[src/sv/kss_pkg.sv]
package kss_pkg;

  // Default sizing of the subset store
  localparam int KSS_MAX_SUBSET = 16;
  localparam int KSS_VALUE_BITS = 8;

  // Fixed field widths
  localparam int KSS_N_W    = 8;   // set_size
  localparam int KSS_K_W    = 5;   // subset_size
  localparam int KSS_POS_W  = 4;   // position
  localparam int KSS_CIDX_W = 2;   // configuration register index
  localparam int KSS_CDAT_W = 8;   // configuration write data

  // Configuration register indexes
  localparam logic [KSS_CIDX_W-1:0] KSS_REG_SET_SIZE    = 2'd0;
  localparam logic [KSS_CIDX_W-1:0] KSS_REG_SUBSET_SIZE = 2'd1;

  // Reset values of the configuration registers
  localparam logic [KSS_N_W-1:0] KSS_SET_SIZE_RST    = 8'd1;
  localparam logic [KSS_K_W-1:0] KSS_SUBSET_SIZE_RST = 5'd1;

  // Controller states
  typedef enum logic [2:0] {
    ST_IDLE,
    ST_LOOKUP,
    ST_WRITE,
    ST_FINISH,
    ST_EMIT,
    ST_SPECIAL
  } kss_state_e;

  // Commands from controller to datapath
  typedef struct packed {
    logic start;    // request transaction accepted this cycle
    logic lookup;   // capture the tail base read from the store
    logic wr_en;    // write one tail element
    logic finish;   // update sequence state, arm the emit pipeline
    logic emit;     // stream stored elements to the output
    logic special;  // send the single bad-config or empty result
  } kss_cmd_t;

  // Status from datapath to controller
  typedef struct packed {
    logic bad;        // subset size too large for this set or the store
    logic kzero;      // empty subset
    logic fresh;      // request starts a new sequence
    logic wr_last;    // final tail write this cycle
    logic emit_done;  // all elements handed to the output register
    logic out_free;   // output register can take a result
  } kss_sts_t;

endpackage

[src/sv/kss_ctrl.sv]
module kss_ctrl
  import kss_pkg::*;
(
  input  logic     clk_i,
  input  logic     rst_ni,
  input  logic     req_valid_i,
  output logic     req_ready_o,
  output logic     cfg_ready_o,
  input  kss_sts_t sts_i,
  output kss_cmd_t cmd_o
);

  kss_state_e state_q, state_d;

  // State register
  always_ff @(posedge clk_i or negedge rst_ni) begin
    if (!rst_ni) begin
      state_q <= ST_IDLE;
    end else begin
      state_q <= state_d;
    end
  end

  // Next state
  always_comb begin
    state_d = state_q;
    case (state_q)
      ST_IDLE: begin
        if (req_valid_i) begin
          if (sts_i.bad || sts_i.kzero) begin
            state_d = ST_SPECIAL;
          end else if (sts_i.fresh) begin
            state_d = ST_WRITE;
          end else begin
            state_d = ST_LOOKUP;
          end
        end
      end
      ST_LOOKUP:  state_d = ST_WRITE;
      ST_WRITE: begin
        if (sts_i.wr_last) state_d = ST_FINISH;
      end
      ST_FINISH:  state_d = ST_EMIT;
      ST_EMIT: begin
        if (sts_i.emit_done) state_d = ST_IDLE;
      end
      ST_SPECIAL: begin
        if (sts_i.out_free) state_d = ST_IDLE;
      end
      default:    state_d = ST_IDLE;
    endcase
  end

  // Outputs
  always_comb begin
    cmd_o       = '0;
    req_ready_o = 1'b0;
    cfg_ready_o = 1'b0;
    case (state_q)
      ST_IDLE: begin
        req_ready_o = 1'b1;
        cfg_ready_o = 1'b1;
        cmd_o.start = req_valid_i;
      end
      ST_LOOKUP:  cmd_o.lookup  = 1'b1;
      ST_WRITE:   cmd_o.wr_en   = 1'b1;
      ST_FINISH:  cmd_o.finish  = 1'b1;
      ST_EMIT:    cmd_o.emit    = 1'b1;
      ST_SPECIAL: cmd_o.special = 1'b1;
      default: begin
        cmd_o = '0;
      end
    endcase
  end

endmodule

[src/sv/kss_dpath.sv]
module kss_dpath
  import kss_pkg::*;
#(
  parameter int MAX_SUBSET = KSS_MAX_SUBSET,
  parameter int VALUE_BITS = KSS_VALUE_BITS
) (
  input  logic                  clk_i,
  input  logic                  rst_ni,
  // configuration write
  input  logic                  cfg_we_i,
  input  logic [KSS_CIDX_W-1:0] cfg_index_i,
  input  logic [KSS_CDAT_W-1:0] cfg_data_i,
  // request field
  input  logic                  restart_i,
  // result
  input  logic                  out_ready_i,
  output logic                  out_valid_o,
  output logic [VALUE_BITS-1:0] element_o,
  output logic [KSS_POS_W-1:0]  position_o,
  output logic                  last_o,
  output logic                  more_o,
  output logic                  bad_config_o,
  // control
  input  kss_cmd_t              cmd_i,
  output kss_sts_t              sts_o
);

  localparam int IDX_W = (MAX_SUBSET > 1) ? $clog2(MAX_SUBSET) : 1;
  localparam int CNT_W = (IDX_W > KSS_K_W) ? IDX_W : KSS_K_W;
  localparam int CMP_W = (VALUE_BITS > KSS_N_W + 1) ? VALUE_BITS : KSS_N_W + 1;

  // configuration and sequence state
  logic [KSS_N_W-1:0]    n_q;
  logic [KSS_K_W-1:0]    k_q;
  logic [KSS_K_W-1:0]    tail_len_q;
  logic [KSS_N_W-1:0]    tail_base_q;
  logic                  active_q;
  logic                  more_q;
  logic                  bad_flag_q;
  logic [VALUE_BITS-1:0] first_q;

  // tail rewrite
  logic [KSS_K_W-1:0]    m_q;
  logic [VALUE_BITS-1:0] m2_q;
  logic [CNT_W-1:0]      wcnt_q;

  // emit pipeline
  logic [CNT_W-1:0]      rcnt_q;
  logic [CNT_W-1:0]      rd_idx_q;
  logic                  rd_v_q;

  // subset store
  logic [VALUE_BITS-1:0] mem_q [MAX_SUBSET];
  logic [VALUE_BITS-1:0] rdata_q;

  // output register
  logic                  ovalid_q;
  logic [VALUE_BITS-1:0] elem_q;
  logic [KSS_POS_W-1:0]  pos_q;
  logic                  last_q;
  logic                  omore_q;
  logic                  obad_q;

  logic [KSS_K_W-1:0]    tl_clip;
  logic [KSS_K_W:0]      m_inc;
  logic [KSS_K_W-1:0]    m_calc;
  logic                  bad, kzero, fresh, do_lookup;
  logic                  out_free, load_elem, load_spec, issue;
  logic                  rd_en;
  logic [CNT_W-1:0]      lookup_addr, wr_addr, rd_addr;
  logic [VALUE_BITS-1:0] wr_data;
  logic [KSS_N_W:0]      first_final;
  logic                  more_d;

  // request classification
  assign bad   = ({3'b000, k_q} > n_q) || (int'(k_q) > MAX_SUBSET);
  assign kzero = (k_q == '0);
  assign fresh = restart_i || !active_q;
  assign do_lookup = cmd_i.start && !bad && !kzero && !fresh;

  // tail length for an advance: clip, reset when the base can still grow
  always_comb begin
    tl_clip = (tail_len_q > k_q) ? k_q : tail_len_q;
    if ({1'b0, tail_base_q} < ({1'b0, n_q} - {4'b0000, tl_clip})) begin
      tl_clip = '0;
    end
    m_inc  = {1'b0, tl_clip} + 1'b1;
    m_calc = (m_inc > {1'b0, k_q}) ? k_q : m_inc[KSS_K_W-1:0];
  end

  assign lookup_addr = CNT_W'(k_q) - CNT_W'(m_calc);
  assign wr_addr     = CNT_W'(k_q) - CNT_W'(m_q) + wcnt_q;
  assign wr_data     = m2_q + VALUE_BITS'(wcnt_q) + 1'b1;

  // output handshake and emit pipeline control
  assign out_free  = !ovalid_q || out_ready_i;
  assign load_elem = cmd_i.emit && rd_v_q && out_free;
  assign load_spec = cmd_i.special && out_free;
  assign issue     = cmd_i.emit && (rcnt_q < CNT_W'(k_q)) && (!rd_v_q || load_elem);
  assign rd_en     = issue || do_lookup;
  assign rd_addr   = issue ? rcnt_q : lookup_addr;

  // first element against its final value n-k+1
  assign first_final = {1'b0, n_q} - {4'b0000, k_q} + 1'b1;
  assign more_d      = CMP_W'(first_q) != CMP_W'(first_final);

  // subset store, registered read
  always_ff @(posedge clk_i) begin
    if (cmd_i.wr_en) begin
      mem_q[wr_addr[IDX_W-1:0]] <= wr_data;
    end
    if (rd_en) begin
      rdata_q <= mem_q[rd_addr[IDX_W-1:0]];
    end
  end

  // copy of element zero for the end-of-sequence test
  always_ff @(posedge clk_i) begin
    if (cmd_i.wr_en && (wr_addr == '0)) begin
      first_q <= wr_data;
    end
  end

  // configuration and sequence state
  always_ff @(posedge clk_i or negedge rst_ni) begin
    if (!rst_ni) begin
      n_q         <= KSS_SET_SIZE_RST;
      k_q         <= KSS_SUBSET_SIZE_RST;
      tail_len_q  <= '0;
      tail_base_q <= '0;
      active_q    <= 1'b0;
    end else begin
      if (cmd_i.start && !bad && kzero) begin
        active_q <= 1'b0;
      end
      if (cmd_i.finish) begin
        tail_len_q  <= m_q;
        tail_base_q <= KSS_N_W'(m2_q);
        active_q    <= more_d;
      end
      if (cfg_we_i) begin
        case (cfg_index_i)
          KSS_REG_SET_SIZE: begin
            n_q      <= cfg_data_i;
            active_q <= 1'b0;
          end
          KSS_REG_SUBSET_SIZE: begin
            k_q      <= cfg_data_i[KSS_K_W-1:0];
            active_q <= 1'b0;
          end
          default: begin
          end
        endcase
      end
    end
  end

  // tail rewrite operands
  always_ff @(posedge clk_i) begin
    if (cmd_i.start) begin
      bad_flag_q <= bad;
      wcnt_q     <= '0;
      if (fresh) begin
        m_q  <= k_q;
        m2_q <= '0;
      end else begin
        m_q  <= m_calc;
      end
    end
    if (cmd_i.lookup) begin
      m2_q <= rdata_q;
    end
    if (cmd_i.wr_en) begin
      wcnt_q <= wcnt_q + 1'b1;
    end
    if (cmd_i.finish) begin
      more_q <= more_d;
    end
    if (issue) begin
      rd_idx_q <= rcnt_q;
    end
  end

  // emit counters
  always_ff @(posedge clk_i or negedge rst_ni) begin
    if (!rst_ni) begin
      rcnt_q <= '0;
      rd_v_q <= 1'b0;
    end else if (cmd_i.finish) begin
      rcnt_q <= '0;
      rd_v_q <= 1'b0;
    end else begin
      if (issue) begin
        rcnt_q <= rcnt_q + 1'b1;
        rd_v_q <= 1'b1;
      end else if (load_elem) begin
        rd_v_q <= 1'b0;
      end
    end
  end

  // output register: valid
  always_ff @(posedge clk_i or negedge rst_ni) begin
    if (!rst_ni) begin
      ovalid_q <= 1'b0;
    end else if (load_elem || load_spec) begin
      ovalid_q <= 1'b1;
    end else if (out_ready_i) begin
      ovalid_q <= 1'b0;
    end
  end

  // output register: payload
  always_ff @(posedge clk_i) begin
    if (load_elem) begin
      elem_q  <= rdata_q;
      pos_q   <= KSS_POS_W'(rd_idx_q);
      last_q  <= (rd_idx_q + 1'b1) == CNT_W'(k_q);
      omore_q <= more_q;
      obad_q  <= 1'b0;
    end else if (load_spec) begin
      elem_q  <= '0;
      pos_q   <= '0;
      last_q  <= 1'b1;
      omore_q <= 1'b0;
      obad_q  <= bad_flag_q;
    end
  end

  assign out_valid_o  = ovalid_q;
  assign element_o    = elem_q;
  assign position_o   = pos_q;
  assign last_o       = last_q;
  assign more_o       = omore_q;
  assign bad_config_o = obad_q;

  assign sts_o.bad       = bad;
  assign sts_o.kzero     = kzero;
  assign sts_o.fresh     = fresh;
  assign sts_o.wr_last   = (wcnt_q + 1'b1) == CNT_W'(m_q);
  assign sts_o.emit_done = (rcnt_q == CNT_W'(k_q)) && !rd_v_q;
  assign sts_o.out_free  = out_free;

`ifndef SYNTHESIS
  // tail writes stay inside the current subset
  a_wr_in_subset: assert property (@(posedge clk_i) disable iff (!rst_ni)
    cmd_i.wr_en |-> (wr_addr < CNT_W'(k_q)))
    else $error("tail write beyond subset size");

  // a rejected configuration leaves the sequence untouched
  a_bad_keeps_state: assert property (@(posedge clk_i) disable iff (!rst_ni)
    (cmd_i.start && bad && !cfg_we_i) |=> $stable(active_q))
    else $error("bad-config request changed sequence state");

  // a bad-config result is a single, empty, final result
  a_bad_result: assert property (@(posedge clk_i) disable iff (!rst_ni)
    (ovalid_q && obad_q) |-> (last_q && !omore_q && (elem_q == '0)))
    else $error("malformed bad-config result");

  // every rewrite touches at least one element
  a_tail_nonempty: assert property (@(posedge clk_i) disable iff (!rst_ni)
    cmd_i.finish |-> (m_q != '0))
    else $error("empty tail rewrite");
`endif

endmodule

[src/sv/k_subset_successor.sv]
// Lexicographic k-subset generator, one subset per request transaction.
// A restart writes all k store elements and an advance looks up the tail base and rewrites
// m elements, where m is the length of the rewritten tail (one store write per cycle, then
// one store read per cycle into the output register while the output is not stalled); the
// next request is taken only after the last element is in the output register. Reset
// (rst_ni, asynchronous, active low): n=1, k=1, no sequence active, output empty; the
// subset store is not cleared and is always written before it is read.
module k_subset_successor
  import kss_pkg::*;
#(
  parameter int MAX_SUBSET = KSS_MAX_SUBSET,
  parameter int VALUE_BITS = KSS_VALUE_BITS
) (
  input  logic                  clk_i,
  input  logic                  rst_ni,
  // configuration write channel
  input  logic                  cfg_valid_i,
  output logic                  cfg_ready_o,
  input  logic [KSS_CIDX_W-1:0] cfg_index_i,
  input  logic [KSS_CDAT_W-1:0] cfg_data_i,
  // request stream
  input  logic                  s_axis_tvalid,
  output logic                  s_axis_tready,
  input  logic [7:0]            s_axis_tdata,   // [0] restart, rest zero
  // result stream
  output logic                  m_axis_tvalid,
  input  logic                  m_axis_tready,
  output logic [((VALUE_BITS + KSS_POS_W + 7) / 8) * 8 - 1:0] m_axis_tdata,
                                                // element, position, zero pad
  output logic                  m_axis_tlast,
  output logic [1:0]            m_axis_tuser    // [0] more, [1] bad_config
);

  localparam int TDATA_W = ((VALUE_BITS + KSS_POS_W + 7) / 8) * 8;

  kss_cmd_t              cmd;
  kss_sts_t              sts;
  logic                  cfg_ready;
  logic [VALUE_BITS-1:0] element;
  logic [KSS_POS_W-1:0]  position;
  logic                  more;
  logic                  bad_config;

  // Sequencer
  kss_ctrl u_ctrl (
    .clk_i       (clk_i),
    .rst_ni      (rst_ni),
    .req_valid_i (s_axis_tvalid),
    .req_ready_o (s_axis_tready),
    .cfg_ready_o (cfg_ready),
    .sts_i       (sts),
    .cmd_o       (cmd)
  );

  // Store, sequence state and output register
  kss_dpath #(
    .MAX_SUBSET (MAX_SUBSET),
    .VALUE_BITS (VALUE_BITS)
  ) u_dpath (
    .clk_i        (clk_i),
    .rst_ni       (rst_ni),
    .cfg_we_i     (cfg_valid_i && cfg_ready),
    .cfg_index_i  (cfg_index_i),
    .cfg_data_i   (cfg_data_i),
    .restart_i    (s_axis_tdata[0]),
    .out_ready_i  (m_axis_tready),
    .out_valid_o  (m_axis_tvalid),
    .element_o    (element),
    .position_o   (position),
    .last_o       (m_axis_tlast),
    .more_o       (more),
    .bad_config_o (bad_config),
    .cmd_i        (cmd),
    .sts_o        (sts)
  );

  assign cfg_ready_o  = cfg_ready;

  // Result packing
  assign m_axis_tdata = TDATA_W'({position, element});
  assign m_axis_tuser = {bad_config, more};

endmodule
[config.mk]
export PLATFORM = sky130hd
export DESIGN_NAME = k_subset_successor
export DESIGN_NICKNAME = d
export VERILOG_FILES = /design/src/sv/kss_pkg.sv /design/src/sv/kss_ctrl.sv /design/src/sv/kss_dpath.sv /design/src/sv/k_subset_successor.sv
export SDC_FILE = /design/constraint.sdc
export NUM_CORES = 1
export LEC_CHECK = 0
export ABC_CLOCK_PERIOD_IN_PS = 9160
export BUFFER_PORTS_ARGS = -buffer_cell sky130_fd_sc_hd__buf_2
export CORE_ASPECT_RATIO = 1.4
export CORE_MARGIN = 10
export CORE_UTILIZATION = 32
export DETAILED_ROUTE_END_ITERATION = 8
export PLACE_DENSITY_LB_ADDON = 0.12
export SYNTH_ARGS = -nofsm -noshare
export SYNTH_HDL_FRONTEND = slang
export SYNTH_SLANG_ARGS = --single-unit
[constraint.sdc]
create_clock -name clk_i -period 9.16 [get_ports clk_i]
set_clock_uncertainty 0.2 [all_clocks]
set_input_delay 0.458 -clock clk_i [delete_from_list [all_inputs] [get_ports clk_i]]
set_output_delay 0.458 -clock clk_i [all_outputs]
set_load 0.03 [all_outputs]
==> results of run 1 <==
[registers in the layout, summed over array words and instances, names as in the netlist, 8 cells and up]
| register | count |
|---|---|
| u_dpath.mem_q | 128 |
| u_dpath.element_o | 8 |
| u_dpath.first_q | 8 |
| u_dpath.m2_q | 8 |
| u_dpath.n_q | 8 |
| u_dpath.rdata_q | 8 |
| u_dpath.tail_base_q | 8 |
[per-stage QoR]
| stage | power [W] | cell area, um2 | utilization | hold slack [ns] | instances |
|---|---|---|---|---|---|
| after floorplan | 0.00110 | 10900 | - | -0.0376 | 798 |
| after global placement | 0.00111 | 11900 | 0.352 | 0.263 | 1299 |
| after detailed placement | 0.00111 | 11900 | 0.352 | 0.274 | 1299 |
| after CTS | 0.00202 | 12700 | 0.375 | 0.0361 | 1347 |
| after global routing | 0.00205 | 12700 | 0.375 | 0.0394 | 1347 |
| final | 0.00199 | 12700 | 0.375 | 0.0540 | 1347 |
[per-layer routing]
layer,GRT usage,vias to the layer above,wire (um)
met3,0.0191,42,767
met4,0.0548,0,1050
met1,0.135,3141,10300
li1,-,3087,-
met5,0,-,0
met2,0.249,93,15100
[cell families (layout without fill, tap and decap cells)]
logic type | after synthesis | after routing | share of synthesized area
compound gates | 97 | 97 | 0.0570
xor+xnor | 52 | 52 | 0.0417
fa+ha+maj | 71 | 71 | 0.0868
buf+inv | 71 | 169 | 0.0274
flops | 221 | 221 | 0.590
mux | 70 | 70 | 0.102
other cells | 1 | 4 | 0.000343
simple gates | 212 | 212 | 0.0955
[how the worst max path moves through the flow]
stage	start	slack, ns	end	depth (start not counted)
floorplan	u_dpath.k_q[1]	1.16	u_dpath.rdata_q[1]	35
global placement	u_dpath.k_q[0]	0.80	u_dpath.rdata_q[3]	36
detailed placement	u_dpath.k_q[0]	0.81	u_dpath.rdata_q[3]	37
CTS	u_dpath.k_q[0]	0.74	u_dpath.rdata_q[3]	37
global route	u_dpath.tail_len_q[2]	0.09	u_dpath.rdata_q[3]	37
finish	u_dpath.k_q[0]	0.81	u_dpath.rdata_q[3]	36
[area by class of cell]
type                       count  area share
inverter                      45      0.0133
multi-input combinational    506       0.332
clock inverter                 8     0.00659
timing repair buffer          85      0.0494
sequential                   221       0.507
tap                          451      0.0444
clock buffer                  31      0.0476
[critical path: cells and delay by family (launching register included)]
family	cells	cell delay, ns
and+or+nand+nor	7	0.99
AOI/OAI and AO/OA	10	2.11
adders and majority gates	8	2.36
buffers and inverters	5	0.67
xor gates and xnor gates	1	0.11
muxes	5	1.10
DFF	1	0.54
[cell usage after synthesis (4+ instances only)]
| cell | n | area share |
|---|---|---|
| a211oi_1 | 7 | 0.0048 |
| a21o_1 | 17 | 0.012 |
| a21oi_1 | 22 | 0.010 |
| and2_1 | 23 | 0.013 |
| buf_2 | 5 | 0.0023 |
| buf_4 | 7 | 0.0048 |
| clkbuf_1 | 14 | 0.0048 |
| dfrtp_1 | 35 | 0.080 |
| edfxtp_1 | 183 | 0.50 |
| fa_1 | 8 | 0.015 |
| ha_1 | 63 | 0.072 |
| inv_1 | 44 | 0.015 |
| mux2_2 | 7 | 0.0072 |
| mux2i_1 | 31 | 0.028 |
| mux4_2 | 32 | 0.066 |
| nand2_1 | 74 | 0.025 |
| nand2b_1 | 7 | 0.0040 |
| nand3_1 | 9 | 0.0041 |
| nand4_1 | 6 | 0.0034 |
| nor2_1 | 52 | 0.018 |
| nor2b_1 | 9 | 0.0052 |
| nor3_1 | 7 | 0.0032 |
| nor4b_1 | 4 | 0.0032 |
| o21a_1 | 4 | 0.0027 |
| o21ai_0 | 29 | 0.013 |
| xnor2_1 | 32 | 0.026 |
| xor2_1 | 20 | 0.016 |
[power groups by stage]
stage          registers [W]  clock network (W)   logic [W]
2_1_floorplan        0.00110                  0  0.00000419
3_3_place_gp         0.00110                  0   0.0000110
3_5_place_dp         0.00110                  0   0.0000112
4_1_cts              0.00107           0.000927   0.0000142
5_1_grt              0.00107           0.000963   0.0000154
6_report             0.00107           0.000898   0.0000138
[placed cells by master, fill, tap and decap left out, types with 9 or more instances in the layout]
master,Yosys,routed
a21o_1,17,17
a21oi_1,22,21
and2_1,23,23
buf_2,5,33
buf_4,7,39
clkbuf_16,0,23
dfrtp_1,35,35
dlygate4sd3_1,0,9
edfxtp_1,183,183
ha_1,63,63
inv_1,44,44
mux2i_1,31,29
mux4_2,32,32
nand2_1,74,74
nand3_1,9,9
nor2_1,52,52
nor2b_1,9,9
o21ai_0,29,29
xnor2_1,32,32
xor2_1,20,20
==> metrics, run 1 <==
Clock transition at path regs=0.06 ns; Pleak=4.48 nW; H-tree depth=1; Buffers on Ports=33; DR vias/cell=4.72; minimum clock period=8.35 ns; global-route wire length before repair=41300 um; ys flop type=edfxtp_1; cell mode on critical path=ha_1; FFs w/ async S/R, synth=0.167; CTS Buf Count=23; Multi-input gate area=0.00422 mm2; Int Pwr=0.00160 W; synth warn=0; Final Worst Setup Slack=0.812 ns; Avg WL per Cell=20.2 um; DR vias=6363; PwrDens=156 mW/mm2; GRT overflow=0; outcome=completed; clock sink total=221; Sw Pwr=0.000391 W; Cells on Worst Hold Path=3; Final period util=0.911; Sw Share=0.197; IO Pins=45; Post-CTS Setup Bufs=0; part of the power in registers=0.541; slowest cell on the critical path=dfstp_2; count of cell types in the netlist=58; Reg2Reg Depth=36; EDFF count, synth=183; CP peak stage delay=0.54 ns; initial antenna violation count=0; Reg area=0.00644 mm2; fin. max-slew vios=0; register bit total from synthesis=221; DRT antenna net count=0; max-cap violations=0; FF-to-FF Start=u_dpath.k_q[0]; synth-to-layout area growth=16.4%; clock network power share=0.452; f_max=0.120 GHz; Post-CTS Hold Buffers=9; final setup vio count=0; class of the worst hold path=in -> reg; reg-to-reg endpoint=u_dpath.rdata_q[3]; largest net degree at the start of global routing=38; fillcell total=3238; DRC viols=0; critical path launch point type=register; Tightest Pin Transition=0.982 ns; Tot GR Track Use=0.129; required time of the critical path=9.22 ns; core area=0.0339 mm2; vias in the first global route=6766; critical path class=reg -> reg; Setup TNS Final=0 ns; CTS tree=yes; Nets=976; Post-Synthesis Cells=795; WP data arrival=8.41 ns; Initial DRC Count=396; CTS resizes=0; CTS max path bufs=3; Logic pwr share=0.007; worst hold start=m_axis_tready; reg2reg setup slack=0.81 ns; Hold Vio Cnt, Final=0; std cell rows=80; netlist area before placement=0.0109 mm2; Detailed Route WL=27200 um; gpl congestion=0.765; Initial DRT Pass Iterations=4; Die Y=239 um; die width=176 um; Starting Density=0.322; Worst-Skew Late Latency=0.51 ns; slew margin rel.=0.345; peak supply drop=0.115 mV; pre-CTS setup slack=0.810 ns; sequential-to-total area share from yosys stat=0.590; share of cells above drive strength 1=0.172; largest fanout on the critical path=24; detailed placement HPWL=19900 um; Setup crit end kind=register; antenna cells=0; full die area=0.0420 mm2; Endpoint, Worst Hold=u_ctrl.state_q[0]; synthesized area per cell=13.7 um2; RSZ-0062 raised after global routing=no; root buf cell=clkbuf_16
Power figures use the tool's default switching activity.
==> run 2: changes to the inputs <==
--- a/config.mk
+++ b/config.mk
@@ -5,7 +5,7 @@
 export SDC_FILE = /design/constraint.sdc
 export NUM_CORES = 1
 export LEC_CHECK = 0
-export ABC_CLOCK_PERIOD_IN_PS = 9160
+export ABC_CLOCK_PERIOD_IN_PS = 9700
 export BUFFER_PORTS_ARGS = -buffer_cell sky130_fd_sc_hd__buf_2
 export CORE_ASPECT_RATIO = 1.4
 export CORE_MARGIN = 10
==> constraint.sdc (replaced) <==
create_clock -name clk_i -period 9.7 [get_ports clk_i]
set_clock_uncertainty 0.2 [all_clocks]
set_input_delay 0.485 -clock clk_i [delete_from_list [all_inputs] [get_ports clk_i]]
set_output_delay 0.485 -clock clk_i [all_outputs]
set_load 0.03 [all_outputs]
==> metrics, run 2 (synthesis results as in run 1) <==
CTS max path bufs=3; Buffers on Ports=33; Setup TNS Final=0 ns; Post-CTS Setup Bufs=0; GRT overflow=0; most frequent cells in the layout=183 x edfxtp_1, 74 x nand2_1, 63 x ha_1, 52 x nor2_1, 44 x inv_1; Sw Share=0.194; Nets=972; Int Pwr=0.00160 W; max reg flops=128; largest fanout on the critical path=24; CTS Buf Count=24; Final period util=0.873; Initial DRC Count=298; required time of the critical path=9.76 ns; synth-to-layout area growth=17.2%; slew margin rel.=0.337; Detailed Route WL=26600 um; full die area=0.0420 mm2; PwrDens=155 mW/mm2; final setup vio count=0; peak supply drop=0.138 mV; class of the worst hold path=in -> reg; Sw Pwr=0.000384 W; max-cap violations=0; clock sink total=221; Overall Power=0.00198 W; gpl congestion=0.786; CTS resizes=0; Setup crit end kind=register; H-tree depth=1; die width=176 um; Pleak=4.52 nW; critical path launch point type=register; RSZ-0062 raised after global routing=no; vias in the first global route=6763; Worst-Skew Late Latency=0.53 ns; share of cells above drive strength 1=0.181; initial antenna violation count=0; outcome=completed; antenna cells=0; fin. max-slew vios=0; CP peak stage delay=0.48 ns; Clock transition at path regs=0.06 ns; largest net degree at the start of global routing=38; CTS tree=yes; critical path class=reg -> reg; slowest cell on the critical path=fa_1; Die Y=239 um; Post-CTS Hold Buffers=9; IO Pins=45; Hold Vio Cnt, Final=0; root buf cell=clkbuf_16; f_max=0.118 GHz; Tightest Pin Transition=0.995 ns; Avg WL per Cell=19.8 um; clock network power share=0.481; Layout Utilization=0.377; DR vias/cell=4.69; global-route wire length before repair=40800 um; DRC viols=0; minimum clock period=8.47 ns; part of the power in registers=0.512; Logic pwr share=0.007; WP data arrival=8.54 ns; most common cell after layout, fill and taps aside=edfxtp_1; Starting Density=0.322; core area=0.0339 mm2; DRT antenna net count=0; DR vias=6316; detailed placement HPWL=19700 um; Tot GR Track Use=0.128; std cell rows=80; Initial DRT Pass Iterations=4; fillcell total=3226; cell mode on critical path=ha_1
==> run 2: cell count changes in the layout (fill, tap and decap cells not counted) <==
| cell | change |
|---|---|
| clkinv_4 | +1 |
| bufinv_16 | +2 |
| clkinvlp_4 | +3 |
| clkbuf_16 | +2 |
| clkinv_2 | +5 |
| clkinv_1 | -2 |
| clkbuf_1 | -6 |
| buf_4 | -4 |
| buf_12 | -1 |
==> run 2: power groups by stage <==
stage                     clock [W]  combinational [W]  sequential [W]
after floorplan                   0         0.00000396         0.00103
after global placement            0          0.0000103         0.00103
after detailed placement          0          0.0000104         0.00103
after CTS                  0.000988          0.0000134         0.00101
after global routing        0.00102          0.0000145         0.00101
final                      0.000953          0.0000129         0.00101
==> run 2: stage by stage <==
step	area (um2)	instances	hold WS, ns	setup WS [ns]
2_1_floorplan	10900	798	-0.0106	1.70
3_3_place_gp	11900	1294	0.251	1.19
3_5_place_dp	11900	1294	0.255	1.20
4_1_cts	12800	1347	0.0389	1.18
5_1_grt	12800	1347	0.0623	0.455
6_report	12800	1347	0.0629	1.23
==> run 2: cell type report <==
type	count	area [um2]	area share
tap	451	564	0.0441
sequential	221	6440	0.503
inverter	45	169	0.0132
clock buffer	27	633	0.0494
clock inverter	17	193	0.0150
timing repair buffer	80	578	0.0451
multi-input combinational	506	4220	0.330
==> run 2: per-layer routing <==
layer  vias to the layer above  GRT usage  wire length, um
li1                       3090          -                -
met1                      3134      0.136            10200
met2                        68      0.252            15200
met4                         0     0.0368              530
met5                         -          0                0
met3                        24     0.0180              700
==> run 2: path summary, 6_finish.rpt <==
check                                             to  cells past startpoint                 start  slack [ns]
worst max-delay path              u_dpath.rdata_q[4]                     39        u_dpath.k_q[1]        1.23
max in group asynchronous          u_dpath.rcnt_q[4]                      2                rst_ni        8.22
min in group asynchronous             u_dpath.n_q[6]                      2                rst_ni        0.47
worst min-delay path               u_ctrl.state_q[0]                      3         m_axis_tready        0.06
worst min register to register  u_dpath.bad_config_o                      2  u_dpath.bad_config_o        0.26
worst max register to register    u_dpath.rdata_q[4]                     39        u_dpath.k_q[1]        1.23
==> run 2: worst max-delay path: cells and delay by family (launching register included) <==
family,cells,cell delay (ns)
adders and majority gates,8,2.42
AOI/OAI and AO/OA,10,2.06
and+or+nand+nor,8,1.09
muxes,5,1.08
buffers and inverters,7,0.87
DFF,1,0.38
xor gates and xnor gates,1,0.11
==> run 3: changes to the inputs <==
--- a/config.mk
+++ b/config.mk
@@ -9,7 +9,8 @@
 export BUFFER_PORTS_ARGS = -buffer_cell sky130_fd_sc_hd__buf_2
 export CORE_ASPECT_RATIO = 1.4
 export CORE_MARGIN = 10
-export CORE_UTILIZATION = 32
+export CORE_UTILIZATION = 40
+export CTS_CLUSTER_DIAMETER = 80
 export DETAILED_ROUTE_END_ITERATION = 8
 export PLACE_DENSITY_LB_ADDON = 0.12
 export SYNTH_ARGS = -nofsm -noshare
==> metrics, run 3 (synthesis results as in run 1) <==
critical path class=reg -> reg; Starting Density=0.406; clock sink total=221; reg2reg setup slack=0.95 ns; Final period util=0.903; minimum clock period=8.75 ns; max-cap violations=0; cell mode on critical path=ha_1; Endpoint, Worst Hold=u_dpath.n_q[4]; die width=160 um; Pleak=4.44 nW; Initial DRT Pass Iterations=4; CP peak stage delay=0.65 ns; fillcell total=2420; gpl congestion=0.816; largest net degree at the start of global routing=38; RSZ-0062 raised after global routing=no; critical path launch point type=register; final setup vio count=0; vias in the first global route=6986; Post-CTS Hold Buffers=7; CTS max path bufs=3; pre-CTS setup slack=0.958 ns; f_max=0.114 GHz; Nets=957; global-route wire length before repair=39900 um; DR vias=6437; Final Worst Setup Slack=0.946 ns; Setup TNS Final=0 ns; Avg WL per Cell=20.6 um; core area=0.0269 mm2; synth-to-layout area growth=14.9%; outcome=completed; slowest cell on the critical path=dfrtp_1; slew margin rel.=0.267; most common cell after layout, fill and taps aside=edfxtp_1; initial antenna violation count=0; Reg2Reg Depth=40; required time of the critical path=9.73 ns; reg-to-reg endpoint=u_dpath.rdata_q[0]; DRT antenna net count=0; Die Y=216 um; Cells on Worst Hold Path=3; CTS resizes=0; full die area=0.0344 mm2; PwrDens=157 mW/mm2; root buf cell=clkbuf_16; Tot GR Track Use=0.147; antenna cells=0; DR vias/cell=5.17; H-tree depth=1; std cell rows=71; Post-CTS Setup Bufs=0; Buffers on Ports=33; CTS Buf Count=23; Detailed Route WL=25700 um; worst hold margin=0.0210 ns; GRT overflow=0; Worst-Skew Late Latency=0.52 ns; max reg flops=128; FF-to-FF Start=u_dpath.k_q[4]; IO Pins=45; worst hold start=cfg_data_i[4]; Tightest Pin Transition=1.09 ns; largest fanout on the critical path=32; WP data arrival=8.78 ns; class of the worst hold path=in -> reg; detailed placement HPWL=18800 um; Clock transition at path regs=0.07 ns; most frequent cells in the layout=183 x edfxtp_1, 74 x nand2_1, 63 x ha_1, 52 x nor2_1, 44 x inv_1; Initial DRC Count=326; CTS tree=yes; Setup crit end kind=register; peak supply drop=0.104 mV; share of cells above drive strength 1=0.169; DRC viols=0; fin. max-slew vios=0; Hold Vio Cnt, Final=0
run 3: report_power, final:
| group | internal [W] | switching, W | total, W |
|---|---|---|---|
| Sequential | 0.00101 | 0.0000000000000000000288 | 0.00101 |
| Combinational | 0.00000452 | 0.00000766 | 0.0000122 |
| Clock | 0.000566 | 0.000373 | 0.000939 |
| Total | 0.00159 | 0.000380 | 0.00197 |
run 3: worst max-delay path, delay by kind of cell (launching register included):
family                     cells  cell delay [ns]
DFF                            1             0.65
buffers and inverters          7             0.94
AOI/OAI and AO/OA              8             1.80
and+or+nand+nor                9             0.99
muxes                          6             1.25
xor gates and xnor gates       2             0.22
adders and majority gates      8             2.38
run 3: area by class of cell:
type	count	area [um2]	area share
Clock buffer	27	621	0.0494
Clock inverter	15	188	0.0149
Inverter	45	169	0.0135
Multi-Input combinational cell	506	4220	0.336
Sequential cell	221	6440	0.513
Tap cell	365	457	0.0364
Timing Repair Buffer	66	455	0.0363
run 3: per-stage QoR:
| step | cell area (um2) | std cells | util | total power (W) |
|---|---|---|---|---|
| floorplan | 10900 | 798 | - | 0.00104 |
| global placement | 11700 | 1196 | 0.434 | 0.00104 |
| detailed placement | 11700 | 1196 | 0.434 | 0.00104 |
| CTS | 12600 | 1245 | 0.467 | 0.00199 |
| global route | 12600 | 1245 | 0.467 | 0.00202 |
| finish | 12600 | 1245 | 0.467 | 0.00197 |
run 3: worst max-delay path by stage:
stage	startpoint	end	slack, ns
final	u_dpath.k_q[4]	u_dpath.rdata_q[0]	0.95
after global routing	u_dpath.k_q[4]	u_dpath.rdata_q[1]	0.36
after CTS	u_dpath.k_q[4]	u_dpath.rdata_q[0]	0.97
after detailed placement	u_dpath.k_q[4]	u_dpath.rdata_q[0]	0.96
after global placement	u_dpath.k_q[0]	u_dpath.rdata_q[0]	1.03
after floorplan	u_dpath.k_q[1]	u_dpath.rdata_q[1]	1.70
run 3: routing by layer:
| layer | routed length, um | GRT usage |
|---|---|---|
| met3 | 784 | 0.0202 |
| met5 | 0 | 0 |
| met2 | 14100 | 0.283 |
| met1 | 9780 | 0.156 |
| met4 | 1040 | 0.0632 |
